===== config.mk =====
export PLATFORM = sky130hd
export DESIGN_NAME = mono_mix_linear_resample_pcm16_flat
export DESIGN_NICKNAME = d
export VERILOG_FILES = /design/src/hdl/mmlr_pkg.sv /design/src/hdl/mmlr_if.sv /design/src/hdl/mono_mix_linear_resample_pcm16.sv /design/src/hdl/mmlr_ctrl.sv /design/src/hdl/mmlr_dp.sv /design/src/flat_wrapper.sv
export SDC_FILE = /design/constraint.sdc
export NUM_CORES = 2
export LEC_CHECK = 0
export ABC_AREA = 1
export BUFFER_PORTS_ARGS = -buffer_cell sky130_fd_sc_hd__buf_2
export CORE_ASPECT_RATIO = 1.25
export CORE_MARGIN = 2
export CORE_UTILIZATION = 33
export DETAILED_ROUTE_END_ITERATION = 10
export GPL_TIMING_DRIVEN = 0
export PLACE_DENSITY_LB_ADDON = 0.3
export SYNTH_ARGS = -nofsm -noshare
export SYNTH_HDL_FRONTEND = slang
export SYNTH_SLANG_ARGS = --single-unit

===== constraint.sdc =====
create_clock -name i_clk -period 11.3 [get_ports i_clk]
set_clock_uncertainty 0.2 [all_clocks]
set_input_delay 2.26 -clock i_clk [delete_from_list [all_inputs] [get_ports i_clk]]
set_output_delay 2.26 -clock i_clk [all_outputs]
set_load 0.03 [all_outputs]

===== src/hdl/mmlr_pkg.sv =====
// ----------------------------------------------------------------------------
// mmlr_pkg: shared types and constants
// Types, constants and the reciprocal table of the mono mix resampler.
// ----------------------------------------------------------------------------
`default_nettype none

package mmlr_pkg;

    localparam int FRAME_SAMPLES_DEF = 960;
    localparam int MAX_CHANNELS_DEF  = 8;

    localparam int SAMPLE_W = 24;
    localparam int MASK_W   = 8;
    localparam int PCM_W    = 16;
    localparam int LEVEL_W  = 21;
    localparam int CC_W     = 4;
    localparam int STEP_W   = 20;
    localparam int PHASE_W  = 20;
    localparam int FILL_W   = 10;
    localparam int SUM_W    = 27;
    localparam int CFG_IDX_W = 2;
    localparam int CFG_DAT_W = 20;
    localparam int RECIP_SHIFT = 28;

    localparam logic [PHASE_W:0]    ONE_Q16 = 21'd65536;
    localparam logic [SAMPLE_W-1:0] ONE_Q20 = 24'd1048576;
    localparam logic [2:0]          MAX_POINTS = 3'd4;

    localparam logic [CC_W-1:0]   CHANNEL_COUNT_RST = 4'd2;
    localparam logic [STEP_W-1:0] RESAMPLE_STEP_RST = 20'd196608;

    typedef enum logic [CFG_IDX_W-1:0] {
        CFG_CHANNEL_COUNT = 2'd0,
        CFG_RESAMPLE_STEP = 2'd1
    } t_cfg_idx;

    typedef enum logic {
        KIND_PCM   = 1'b0,
        KIND_LEVEL = 1'b1
    } t_kind;

    typedef struct packed {
        logic load;
        logic acc;
        logic div1;
        logic div2;
        logic int1;
        logic int2;
        logic emit;
        logic fin;
        logic report;
    } t_cmd;

    typedef struct packed {
        logic acc_done;
        logic go_point;
        logic out_free;
        logic last;
        logic peak_nz;
    } t_status;

    function automatic logic [RECIP_SHIFT:0] recip(input logic [3:0] d);
        logic [RECIP_SHIFT:0] r;
        begin
            case (d)
                4'd1:    r = 29'd268435456;
                4'd2:    r = 29'd134217728;
                4'd3:    r = 29'd89478485;
                4'd4:    r = 29'd67108864;
                4'd5:    r = 29'd53687091;
                4'd6:    r = 29'd44739242;
                4'd7:    r = 29'd38347922;
                4'd8:    r = 29'd33554432;
                default: r = 29'd0;
            endcase
            return r;
        end
    endfunction

endpackage

`default_nettype wire


===== src/hdl/mmlr_if.sv =====
// ----------------------------------------------------------------------------
// mmlr interfaces: frame, result and configuration channels
// Valid/ready channels carrying the payload of each transaction.
// ----------------------------------------------------------------------------
`default_nettype none

interface mmlr_in_if;
    logic               valid;
    logic               ready;
    logic signed [23:0] sample_ch0;
    logic signed [23:0] sample_ch1;
    logic signed [23:0] sample_ch2;
    logic signed [23:0] sample_ch3;
    logic signed [23:0] sample_ch4;
    logic signed [23:0] sample_ch5;
    logic signed [23:0] sample_ch6;
    logic signed [23:0] sample_ch7;
    logic        [7:0]  present_mask;
    logic               batch_last;

    modport source (output valid, sample_ch0, sample_ch1, sample_ch2, sample_ch3,
                    sample_ch4, sample_ch5, sample_ch6, sample_ch7, present_mask,
                    batch_last, input ready);
    modport sink (input valid, sample_ch0, sample_ch1, sample_ch2, sample_ch3,
                  sample_ch4, sample_ch5, sample_ch6, sample_ch7, present_mask,
                  batch_last, output ready);
endinterface

interface mmlr_out_if;
    logic               valid;
    logic               ready;
    logic               kind;
    logic signed [15:0] pcm_value;
    logic               frame_end;
    logic        [20:0] peak_level;

    modport source (output valid, kind, pcm_value, frame_end, peak_level,
                    input ready);
    modport sink (input valid, kind, pcm_value, frame_end, peak_level,
                  output ready);
endinterface

interface mmlr_cfg_if;
    logic        valid;
    logic        ready;
    logic [1:0]  index;
    logic [19:0] data;

    modport source (output valid, index, data, input ready);
    modport sink (input valid, index, data, output ready);
endinterface

`default_nettype wire


===== src/hdl/mono_mix_linear_resample_pcm16.sv =====
// ----------------------------------------------------------------------------
// mono_mix_linear_resample_pcm16: mono mix-down and linear resampler
// Mixes multichannel Q4.20 frames to mono and resamples them to PCM16.
// ----------------------------------------------------------------------------
// Frames arrive on i_in, one per transaction; results leave on o_out, PCM
// points first and then a batch level report when one is due. Registers are
// written on i_cfg, which is always ready; the user must write them only while
// the block is idle, as the block itself does not enforce it. A frame is
// accepted only in the idle state. The mix accumulates one channel per cycle
// over the effective channel count n (1 to MAX_CHANNELS), then the reciprocal
// division runs in S_DIV1 and S_DIV2, and S_LOOP decides whether a point is
// due. Each interpolated point passes S_INT1 and S_INT2 in the shared
// interpolator and scaler, then S_EMIT, which loads the output register, and
// then S_LOOP again to decide. S_FIN closes the frame, and S_REP then sends a
// batch report when one is due.
// Results sit in one output register; when the receiver stalls, the block
// holds at the next point or report until that register is taken.
// Synchronous reset clears the history, phase, frame count, batch peak and
// the output register, and restores the register defaults.
// ----------------------------------------------------------------------------
`default_nettype none

module mono_mix_linear_resample_pcm16 #(
    parameter int FRAME_SAMPLES = mmlr_pkg::FRAME_SAMPLES_DEF,
    parameter int MAX_CHANNELS  = mmlr_pkg::MAX_CHANNELS_DEF
) (
    input  wire        i_clk,
    input  wire        i_rst_n,
    mmlr_in_if.sink    i_in,
    mmlr_out_if.source o_out,
    mmlr_cfg_if.sink   i_cfg
);
    import mmlr_pkg::*;

    t_cmd    cmd;
    t_status status;

    mmlr_ctrl u_ctrl (
        .i_clk      (i_clk),
        .i_rst_n    (i_rst_n),
        .i_in_valid (i_in.valid),
        .o_in_ready (i_in.ready),
        .i_status   (status),
        .o_cmd      (cmd)
    );

    mmlr_dp #(
        .FRAME_SAMPLES (FRAME_SAMPLES),
        .MAX_CHANNELS  (MAX_CHANNELS)
    ) u_dp (
        .i_clk    (i_clk),
        .i_rst_n  (i_rst_n),
        .i_in     (i_in),
        .o_out    (o_out),
        .i_cfg    (i_cfg),
        .i_cmd    (cmd),
        .o_status (status)
    );

endmodule

`default_nettype wire


===== src/hdl/mmlr_ctrl.sv =====
// ----------------------------------------------------------------------------
// mmlr_ctrl: sequencing controller
// Steps the datapath through mix, divide, interpolate and report.
// ----------------------------------------------------------------------------
`default_nettype none

module mmlr_ctrl (
    input  wire               i_clk,
    input  wire               i_rst_n,
    input  wire               i_in_valid,
    output logic              o_in_ready,
    input  mmlr_pkg::t_status i_status,
    output mmlr_pkg::t_cmd    o_cmd
);
    import mmlr_pkg::*;

    typedef enum logic [9:0] {
        S_IDLE = 10'b0000000001,
        S_ACC  = 10'b0000000010,
        S_DIV1 = 10'b0000000100,
        S_DIV2 = 10'b0000001000,
        S_LOOP = 10'b0000010000,
        S_INT1 = 10'b0000100000,
        S_INT2 = 10'b0001000000,
        S_EMIT = 10'b0010000000,
        S_FIN  = 10'b0100000000,
        S_REP  = 10'b1000000000
    } t_state;

    t_state r_state;
    t_state n_state;

    always_comb begin
        n_state    = r_state;
        o_cmd      = '0;
        o_in_ready = 1'b0;
        unique case (r_state)
            S_IDLE: begin
                o_in_ready = i_rst_n;
                if (i_in_valid && i_rst_n) begin
                    o_cmd.load = 1'b1;
                    n_state    = S_ACC;
                end
            end
            S_ACC: begin
                o_cmd.acc = 1'b1;
                if (i_status.acc_done) begin
                    n_state = S_DIV1;
                end
            end
            S_DIV1: begin
                o_cmd.div1 = 1'b1;
                n_state    = S_DIV2;
            end
            S_DIV2: begin
                o_cmd.div2 = 1'b1;
                n_state    = S_LOOP;
            end
            S_LOOP: begin
                n_state = i_status.go_point ? S_INT1 : S_FIN;
            end
            S_INT1: begin
                o_cmd.int1 = 1'b1;
                n_state    = S_INT2;
            end
            S_INT2: begin
                o_cmd.int2 = 1'b1;
                n_state    = S_EMIT;
            end
            S_EMIT: begin
                if (i_status.out_free) begin
                    o_cmd.emit = 1'b1;
                    n_state    = S_LOOP;
                end
            end
            S_FIN: begin
                o_cmd.fin = 1'b1;
                n_state   = (i_status.last && i_status.peak_nz) ? S_REP : S_IDLE;
            end
            S_REP: begin
                if (i_status.out_free) begin
                    o_cmd.report = 1'b1;
                    n_state      = S_IDLE;
                end
            end
            default: n_state = S_IDLE;
        endcase
    end

    always_ff @(posedge i_clk) begin
        if (!i_rst_n) begin
            r_state <= S_IDLE;
        end else begin
            r_state <= n_state;
        end
    end

endmodule

`default_nettype wire


===== src/hdl/mmlr_dp.sv =====
// ----------------------------------------------------------------------------
// mmlr_dp: mix and resampling datapath
// Channel accumulator, reciprocal divider, interpolator and output register.
// ----------------------------------------------------------------------------
`default_nettype none

module mmlr_dp #(
    parameter int FRAME_SAMPLES = mmlr_pkg::FRAME_SAMPLES_DEF,
    parameter int MAX_CHANNELS  = mmlr_pkg::MAX_CHANNELS_DEF
) (
    input  wire               i_clk,
    input  wire               i_rst_n,
    mmlr_in_if.sink           i_in,
    mmlr_out_if.source        o_out,
    mmlr_cfg_if.sink          i_cfg,
    input  mmlr_pkg::t_cmd    i_cmd,
    output mmlr_pkg::t_status o_status
);
    import mmlr_pkg::*;

    localparam int CW = (MAX_CHANNELS > 1) ? $clog2(MAX_CHANNELS) : 1;
    localparam logic [CC_W-1:0]   MAXC = CC_W'(MAX_CHANNELS);
    localparam logic [FILL_W:0]   FRAME_N = (FILL_W + 1)'(FRAME_SAMPLES);
    localparam logic [SAMPLE_W:0] PCM_BIAS = 25'd1048575;

    logic [CC_W-1:0]   r_channel_count;
    logic [STEP_W-1:0] r_resample_step;

    logic signed [SAMPLE_W-1:0] r_samp [MAX_CHANNELS];
    logic [MASK_W-1:0]          r_mask;
    logic                       r_last;
    logic [CW-1:0]              r_cnt;
    logic [CW-1:0]              r_last_ch;
    logic signed [SUM_W-1:0]    r_sum;
    logic [3:0]                 r_valid;
    logic [SUM_W-1:0]           r_abs;
    logic                       r_neg;
    logic [SUM_W-1:0]           r_q0;
    logic signed [SAMPLE_W-1:0] r_mono;
    logic signed [SAMPLE_W-1:0] r_prev;
    logic                       r_have;
    logic [PHASE_W-1:0]         r_phase;
    logic [PHASE_W:0]           r_work;
    logic [2:0]                 r_npts;
    logic [FILL_W-1:0]          r_fill;
    logic [SAMPLE_W-1:0]        r_peak;
    logic signed [40:0]         r_prod;
    logic signed [21:0]         r_m;

    logic                       r_out_valid;
    logic                       r_kind;
    logic signed [PCM_W-1:0]    r_pcm;
    logic                       r_fe;
    logic [LEVEL_W-1:0]         r_level;

    logic signed [SAMPLE_W-1:0] in_samp [8];
    logic [CC_W-1:0]            eff_cc;
    logic [SUM_W-1:0]           abs_sum;
    logic [55:0]                div_prod;
    logic [SUM_W:0]             rem;
    logic [SUM_W-1:0]           quot;
    logic [SAMPLE_W-1:0]        mag;
    logic signed [SAMPLE_W:0]   diff;
    logic signed [41:0]         prod;
    logic signed [41:0]         prod_adj;
    logic signed [25:0]         m_full;
    logic signed [21:0]         m_clamp;
    logic signed [37:0]         scaled;
    logic signed [37:0]         scaled_adj;
    logic [FILL_W:0]            fill_inc;
    logic                       out_free;

    assign in_samp[0] = i_in.sample_ch0;
    assign in_samp[1] = i_in.sample_ch1;
    assign in_samp[2] = i_in.sample_ch2;
    assign in_samp[3] = i_in.sample_ch3;
    assign in_samp[4] = i_in.sample_ch4;
    assign in_samp[5] = i_in.sample_ch5;
    assign in_samp[6] = i_in.sample_ch6;
    assign in_samp[7] = i_in.sample_ch7;

    assign i_cfg.ready = 1'b1;

    always_comb begin
        if (r_channel_count == '0) begin
            eff_cc = CC_W'(1);
        end else if (r_channel_count > MAXC) begin
            eff_cc = MAXC;
        end else begin
            eff_cc = r_channel_count;
        end
    end

    assign abs_sum  = r_sum[SUM_W-1] ? SUM_W'(-r_sum) : SUM_W'(r_sum);
    assign div_prod = 56'(abs_sum) * 56'(recip(r_valid));
    assign rem      = (SUM_W + 1)'(r_abs) - (SUM_W + 1)'(r_q0 * SUM_W'(r_valid));
    always_comb begin
        if (r_valid == '0) begin
            quot = '0;
        end else if (rem >= (SUM_W + 1)'(r_valid)) begin
            quot = r_q0 + SUM_W'(1);
        end else begin
            quot = r_q0;
        end
    end
    assign mag = quot[SAMPLE_W-1:0];

    assign diff     = (SAMPLE_W + 1)'(r_mono) - (SAMPLE_W + 1)'(r_prev);
    assign prod     = 42'(diff) * $signed({26'd0, r_work[15:0]});
    assign prod_adj = 42'(r_prod) + (r_prod[40] ? 42'sd65535 : 42'sd0);
    assign m_full   = 26'(r_prev) + 26'(prod_adj >>> 16);
    always_comb begin
        if (m_full > 26'sd1048576) begin
            m_clamp = 22'sd1048576;
        end else if (m_full < -26'sd1048576) begin
            m_clamp = -22'sd1048576;
        end else begin
            m_clamp = 22'(m_full);
        end
    end
    assign scaled     = 38'(r_m) * 38'sd32767;
    assign scaled_adj = scaled + (scaled[37] ? 38'(PCM_BIAS) : 38'sd0);
    assign fill_inc   = (FILL_W + 1)'(r_fill) + (FILL_W + 1)'(1);
    assign out_free   = !r_out_valid || o_out.ready;

    assign o_status.acc_done = (r_cnt == r_last_ch);
    assign o_status.go_point = r_have && (r_work < ONE_Q16) && (r_npts < MAX_POINTS);
    assign o_status.out_free = out_free;
    assign o_status.last     = r_last;
    assign o_status.peak_nz  = (r_peak != '0);

    always_ff @(posedge i_clk) begin
        if (i_cmd.load) begin
            for (int k = 0; k < MAX_CHANNELS; k++) begin
                r_samp[k] <= in_samp[k];
            end
            r_mask    <= i_in.present_mask;
            r_last    <= i_in.batch_last;
            r_cnt     <= '0;
            r_last_ch <= CW'(eff_cc - CC_W'(1));
            r_sum     <= '0;
            r_valid   <= '0;
        end
        if (i_cmd.acc) begin
            if (r_mask[r_cnt]) begin
                r_sum   <= r_sum + SUM_W'(r_samp[r_cnt]);
                r_valid <= r_valid + 4'd1;
            end
            r_cnt <= r_cnt + CW'(1);
        end
        if (i_cmd.div1) begin
            r_abs <= abs_sum;
            r_neg <= r_sum[SUM_W-1];
            r_q0  <= div_prod[RECIP_SHIFT +: SUM_W];
        end
        if (i_cmd.div2) begin
            r_mono <= r_neg ? -SAMPLE_W'(quot) : SAMPLE_W'(quot);
            r_npts <= '0;
            r_work <= {1'b0, r_phase};
        end
        if (i_cmd.int1) begin
            r_prod <= 41'(prod);
        end
        if (i_cmd.int2) begin
            r_m <= m_clamp;
        end
        if (i_cmd.emit) begin
            r_work <= r_work + (PHASE_W + 1)'(r_resample_step);
            r_npts <= r_npts + 3'd1;
        end
        if (i_cmd.emit || i_cmd.report) begin
            r_kind  <= i_cmd.report ? KIND_LEVEL : KIND_PCM;
            r_pcm   <= i_cmd.report ? '0 : PCM_W'(scaled_adj >>> 20);
            r_fe    <= i_cmd.report ? 1'b0 : (fill_inc >= FRAME_N);
            r_level <= !i_cmd.report ? '0 :
                       (r_peak > ONE_Q20) ? LEVEL_W'(ONE_Q20) : LEVEL_W'(r_peak);
        end
    end

    always_ff @(posedge i_clk) begin
        if (!i_rst_n) begin
            r_channel_count <= CHANNEL_COUNT_RST;
            r_resample_step <= RESAMPLE_STEP_RST;
            r_prev          <= '0;
            r_have          <= 1'b0;
            r_phase         <= '0;
            r_fill          <= '0;
            r_peak          <= '0;
            r_out_valid     <= 1'b0;
        end else begin
            if (i_cfg.valid) begin
                unique case (i_cfg.index)
                    CFG_CHANNEL_COUNT: r_channel_count <= i_cfg.data[CC_W-1:0];
                    CFG_RESAMPLE_STEP: r_resample_step <= i_cfg.data[STEP_W-1:0];
                    default: ;
                endcase
            end
            if (i_cmd.div2 && (mag > r_peak)) begin
                r_peak <= mag;
            end
            if (i_cmd.emit) begin
                r_fill <= (fill_inc >= FRAME_N) ? '0 : FILL_W'(fill_inc);
            end
            if (i_cmd.fin) begin
                if (r_have) begin
                    r_phase <= (r_work < ONE_Q16) ? '0 : PHASE_W'(r_work - ONE_Q16);
                end
                r_prev <= r_mono;
                r_have <= 1'b1;
            end
            if (i_cmd.report) begin
                r_peak <= '0;
            end
            if (i_cmd.emit || i_cmd.report) begin
                r_out_valid <= 1'b1;
            end else if (o_out.ready) begin
                r_out_valid <= 1'b0;
            end
        end
    end

    assign o_out.valid      = r_out_valid;
    assign o_out.kind       = r_kind;
    assign o_out.pcm_value  = r_pcm;
    assign o_out.frame_end  = r_fe;
    assign o_out.peak_level = r_level;

endmodule

`default_nettype wire


===== src/flat_wrapper.sv =====
// flat-port wrapper written by rule: the top's interface ports become plain ports
module mono_mix_linear_resample_pcm16_flat import mmlr_pkg::*;
#(
    parameter int FRAME_SAMPLES = mmlr_pkg::FRAME_SAMPLES_DEF,
    parameter int MAX_CHANNELS  = mmlr_pkg::MAX_CHANNELS_DEF
)
  (i_clk, i_rst_n, i_in_valid, i_in_sample_ch0, i_in_sample_ch1, i_in_sample_ch2, i_in_sample_ch3, i_in_sample_ch4, i_in_sample_ch5, i_in_sample_ch6, i_in_sample_ch7, i_in_present_mask, i_in_batch_last, i_in_ready, o_out_valid, o_out_kind, o_out_pcm_value, o_out_frame_end, o_out_peak_level, o_out_ready, i_cfg_valid, i_cfg_index, i_cfg_data, i_cfg_ready);
  mmlr_in_if i_in_i ();
  mmlr_out_if o_out_i ();
  mmlr_cfg_if i_cfg_i ();
  input  wire i_clk;
  input  wire i_rst_n;
  input wire logic [$bits(i_in_i.valid)-1:0] i_in_valid;
  input wire logic [$bits(i_in_i.sample_ch0)-1:0] i_in_sample_ch0;
  input wire logic [$bits(i_in_i.sample_ch1)-1:0] i_in_sample_ch1;
  input wire logic [$bits(i_in_i.sample_ch2)-1:0] i_in_sample_ch2;
  input wire logic [$bits(i_in_i.sample_ch3)-1:0] i_in_sample_ch3;
  input wire logic [$bits(i_in_i.sample_ch4)-1:0] i_in_sample_ch4;
  input wire logic [$bits(i_in_i.sample_ch5)-1:0] i_in_sample_ch5;
  input wire logic [$bits(i_in_i.sample_ch6)-1:0] i_in_sample_ch6;
  input wire logic [$bits(i_in_i.sample_ch7)-1:0] i_in_sample_ch7;
  input wire logic [$bits(i_in_i.present_mask)-1:0] i_in_present_mask;
  input wire logic [$bits(i_in_i.batch_last)-1:0] i_in_batch_last;
  output wire logic [$bits(i_in_i.ready)-1:0] i_in_ready;
  output wire logic [$bits(o_out_i.valid)-1:0] o_out_valid;
  output wire logic [$bits(o_out_i.kind)-1:0] o_out_kind;
  output wire logic [$bits(o_out_i.pcm_value)-1:0] o_out_pcm_value;
  output wire logic [$bits(o_out_i.frame_end)-1:0] o_out_frame_end;
  output wire logic [$bits(o_out_i.peak_level)-1:0] o_out_peak_level;
  input wire logic [$bits(o_out_i.ready)-1:0] o_out_ready;
  input wire logic [$bits(i_cfg_i.valid)-1:0] i_cfg_valid;
  input wire logic [$bits(i_cfg_i.index)-1:0] i_cfg_index;
  input wire logic [$bits(i_cfg_i.data)-1:0] i_cfg_data;
  output wire logic [$bits(i_cfg_i.ready)-1:0] i_cfg_ready;
  assign i_in_i.valid = i_in_valid;
  assign i_in_i.sample_ch0 = i_in_sample_ch0;
  assign i_in_i.sample_ch1 = i_in_sample_ch1;
  assign i_in_i.sample_ch2 = i_in_sample_ch2;
  assign i_in_i.sample_ch3 = i_in_sample_ch3;
  assign i_in_i.sample_ch4 = i_in_sample_ch4;
  assign i_in_i.sample_ch5 = i_in_sample_ch5;
  assign i_in_i.sample_ch6 = i_in_sample_ch6;
  assign i_in_i.sample_ch7 = i_in_sample_ch7;
  assign i_in_i.present_mask = i_in_present_mask;
  assign i_in_i.batch_last = i_in_batch_last;
  assign i_in_ready = i_in_i.ready;
  assign o_out_valid = o_out_i.valid;
  assign o_out_kind = o_out_i.kind;
  assign o_out_pcm_value = o_out_i.pcm_value;
  assign o_out_frame_end = o_out_i.frame_end;
  assign o_out_peak_level = o_out_i.peak_level;
  assign o_out_i.ready = o_out_ready;
  assign i_cfg_i.valid = i_cfg_valid;
  assign i_cfg_i.index = i_cfg_index;
  assign i_cfg_i.data = i_cfg_data;
  assign i_cfg_ready = i_cfg_i.ready;
  mono_mix_linear_resample_pcm16 #(.FRAME_SAMPLES(FRAME_SAMPLES), .MAX_CHANNELS(MAX_CHANNELS)) u_core (.i_clk(i_clk), .i_rst_n(i_rst_n), .i_in(i_in_i), .o_out(o_out_i), .i_cfg(i_cfg_i));
endmodule

==> out/summary.txt <==
status - complete, but fails checks
failing checks - max-capacitance violations, max-slew violations
Cell Area, Synth - 76180 um2
worst r2r src - u_core.u_dp.r_sum[0]$_DFF_P_
Slew Viols, Final - 8
smallest setup slack after layout - 547.8 ps
Worst Setup End Kind - flop
Final TNS setup - 0 ps
Synth Area in XOR/XNOR - 0.03012
Adder-Cell Fraction of Synth Area - 0.4188
largest family of logic cells by synthesized area - adder cells
die width - 433.7 um
Yosys warnings - 0
hold_buf cts - 0
Worst EP required - 11500 ps
I/O pin count - 270
Hold Startpoint - u_core.u_dp.r_phase[0]$_SDFFE_PN0P_
worst-case reg-to-reg path depth - 35
CTS Buffer Depth - 3
RSZ-0062 raised after global routing - false
GPL Wtd Cong - 1.005
Clk Latency, worst-skew pair - 720 ps
dpl cell area - 81630 um2
Synth Instances - 8947
die height - 541.2 um
Seq cells post-synth - 572
CTS buffer count - 73
Syn Nets - 11000
CTS root buffer - clkbuf_16
simple logic cell fraction of the synthesized area - 0.1544
row cnt - 197
total track usage - 0.2160
vias - 60200
Worst-path clk slew - 60 ps
Worst Hold Endpoint - u_core.u_dp.r_phase[0]$_SDFFE_PN0P_
initial antenna violation count - 11
Iteration-0 DRC Markers - 3694
Placement Setup Slack - 235.9 ps
worst hold path type - flop to flop
Slowest cell on crit path - nor2_1
period utilization - 0.9515
Avg WL per Cell - 20.37 um
core box area - 230000 um2
Post-synth ARST share - 0
grt total ovfl - 0
Final Util - 0.3656
Hold Path Stages - 2
clk sink count - 572
vias per cell - 4.836
final antenna-violating net count - 0
DRC viols - 0
Achievable Freq - 93.00 MHz
maximum fanout along the worst path - 8
Port Buffers - 268
Distinct cells, synth - 60
# setup viols final - 0
DP HPWL - 219300 um
peak supply drop - 0.3374 mV
via count of the first global-routing pass - 63370
Seq/Total Area, Yosys - 0.2045
Slew @ Worst Pin - 1521 ps
Max stage delay on crit path - 650 ps
EDFF count, synth - 412
Design Area, Final - 84070 um2
post-CTS setup buffer count - 0
final hold violations - 0
Worst R2R End - u_core.u_dp.r_q0[24]$_DFFE_PP_
Main synth FF type - edfxtp_1
Data arrival, critical path - 10960 ps
largest net degree at the start of global routing - 123
max_cap viols - 1
H-tree level count - 3
NumNets Final - 11350
first-pass GRT wire length - 380100 um
WS Path Type - flop to flop
CP Launch Type - flop
mux cell area share after synthesis - 0.0002628
drt total wl - 253600 um
flop2flop setup slack - 550 ps
fraction of layout cells with a size suffix above 1 - 0.05556
CP dominant cell by count - inv_1
Slew headroom - -0.01754
syn_area_per_cell - 8.515 um2
die area - 234700 um2
Leak - 40.64 nW
WHS - 266.5 ps
PwrDens - 172.0 nW/um2
DRT Pass-1 Iters - 6
minimum clock period - 10750 ps
Starting Density - 0.3313
CTS tree - done
area growth from synthesis to final layout - 10.36%
compound-gate portion of the synthesized area - 0.07465
[flip-flops by register name, summed over array words and instances (netlist names), 10 cells and up, named ones only]
signal / count
u_core.u_dp.r_q0: 27
u_core.u_dp.o_out.pcm_value: 16
u_core.u_dp.r_peak: 24
u_core.u_dp.r_work: 21
u_core.u_dp.r_abs: 27
u_core.u_dp.r_sum: 27
u_core.u_dp.r_m: 22
u_core.u_ctrl.r_state: 10
u_core.u_dp.r_phase: 20
u_core.u_dp.r_samp: 192
u_core.u_dp.r_prod: 41
u_core.u_dp.r_fill: 10
u_core.u_dp.r_mono: 24
u_core.u_dp.r_resample_step: 20
u_core.u_dp.r_prev: 24
u_core.u_dp.o_out.peak_level: 21
[final cells by class]
class / instances / area [um2]
Clock buffer: 90 / 1931
Multi-Input combinational cell: 6011 / 51750
Inverter: 2154 / 8097
Buffer: 210 / 848.3
Clock inverter: 44 / 450.4
Antenna cell: 4 / 10.01
Sequential cell: 572 / 15570
Tap cell: 3084 / 3859
Fill cell: 23750 / 145900
Timing Repair Buffer: 279 / 1545
[synth_stat cells (all sizes together) (22+ instances only)]
master | count | area (um2)
xor2 | 165 | 1445
nand3 | 218 | 1106
clkbuf | 180 | 675.7
or2 | 55 | 344.1
ha | 612 | 7657
fa | 1211 | 24240
a31oi | 46 | 287.8
a21oi | 412 | 2066
nand2 | 1454 | 5483
dfxtp | 160 | 3203
clkinv | 22 | 82.58
o21a | 24 | 180.2
edfxtp | 412 | 12370
nand4 | 70 | 437.9
xnor2 | 97 | 849.6
o22ai | 37 | 231.5
inv | 2132 | 8003
nor4 | 29 | 181.4
nor2 | 981 | 3712
buf | 30 | 172.7
o21ai | 390 | 1967
nor3 | 68 | 355.3
[placed cells by master, fill, tap and decap left out, types with 12 or more instances in the layout]
cell type / count
xnor2_1: 95
buf_4: 12
o22ai_1: 37
buf_2: 277
or2_2: 54
a211oi_1: 16
o21a_1: 24
nor2_1: 972
dfxtp_1: 160
nand2_1: 1446
fa_1: 1211
o21ai_0: 383
a21o_1: 15
ha_1: 612
inv_1: 2123
clkbuf_1: 193
xor2_1: 161
nor3_1: 65
clkbuf_16: 73
nor4_1: 27
nand3_1: 215
nand4_1: 70
clkinv_1: 29
a31oi_1: 46
o21bai_1: 17
edfxtp_1: 412
a21oi_1: 410
o221ai_1: 15
[kinds of logic after synthesis]
group	after synthesis
buf+inv	2364
compound gates	1028
fa+ha+maj	1823
xor+xnor	262
simple gates	2895
other cells	1
flops	572
mux	2
[stage by stage]
stage,cells,power (mW)
finish,12450,14.46
global route,12450,15.67
detailed placement,12310,12.13
floorplan,8947,9.253
global placement,12300,12.08
CTS,12440,14.56
[worst max-delay path by stage]
stage	start	to	slack, ps	cells past startpoint
finish	u_core.u_dp.r_sum[0]$_DFF_P_	u_core.u_dp.r_q0[24]$_DFFE_PP_	550	35
global route	u_core.u_dp.r_sum[0]$_DFF_P_	u_core.u_dp.r_q0[24]$_DFFE_PP_	60	35
CTS	u_core.u_dp.r_sum[0]$_DFF_P_	u_core.u_dp.r_q0[25]$_DFFE_PP_	180	37
detailed placement	u_core.u_dp.r_sum[0]$_DFF_P_	u_core.u_dp.r_q0[25]$_DFFE_PP_	240	37
global placement	u_core.u_dp.r_sum[0]$_DFF_P_	u_core.u_dp.r_q0[24]$_DFFE_PP_	340	35
floorplan	i_rst_n	flop	2880	11
[power by group]
part / switching (mW) / internal [mW] / leakage (nW)
Sequential: 0.146 / 2.82 / 5.07
Combinational: 6.04 / 3.08 / 34.4
Clock: 1.02 / 1.35 / 1.15
[critical path: cells and delay by family (launching register included)]
family | cells | cell delay [ps]
adder cells (fa/ha/maj) | 9 | 4060
AO/OA/AOI/OAI | 3 | 1010
flip-flops | 1 | 490
AND/OR/NAND/NOR | 12 | 2610
buffers and inverters | 9 | 910
XOR/XNOR | 2 | 1120
[what timing repair did]
action	CTS	global route
hold endpoints to repair	0	0
setup endpoints to repair	0	6
resized for setup	0	6
[per-layer routing]
metal | vias up | wire (um) | part of all wire | GRT usage
met2 | 1754 | 131700 | 0.52 | 0.3952
met4 | 6 | 16140 | 0.064 | 0.1212
met3 | 567 | 9973 | 0.039 | 0.02309
met1 | 29700 | 95730 | 0.38 | 0.2422
met5 | - | 31 | 0.00012 | 0
li1 | 28170 | - | - | -
Note: power is estimated with default switching activity, not from simulation.
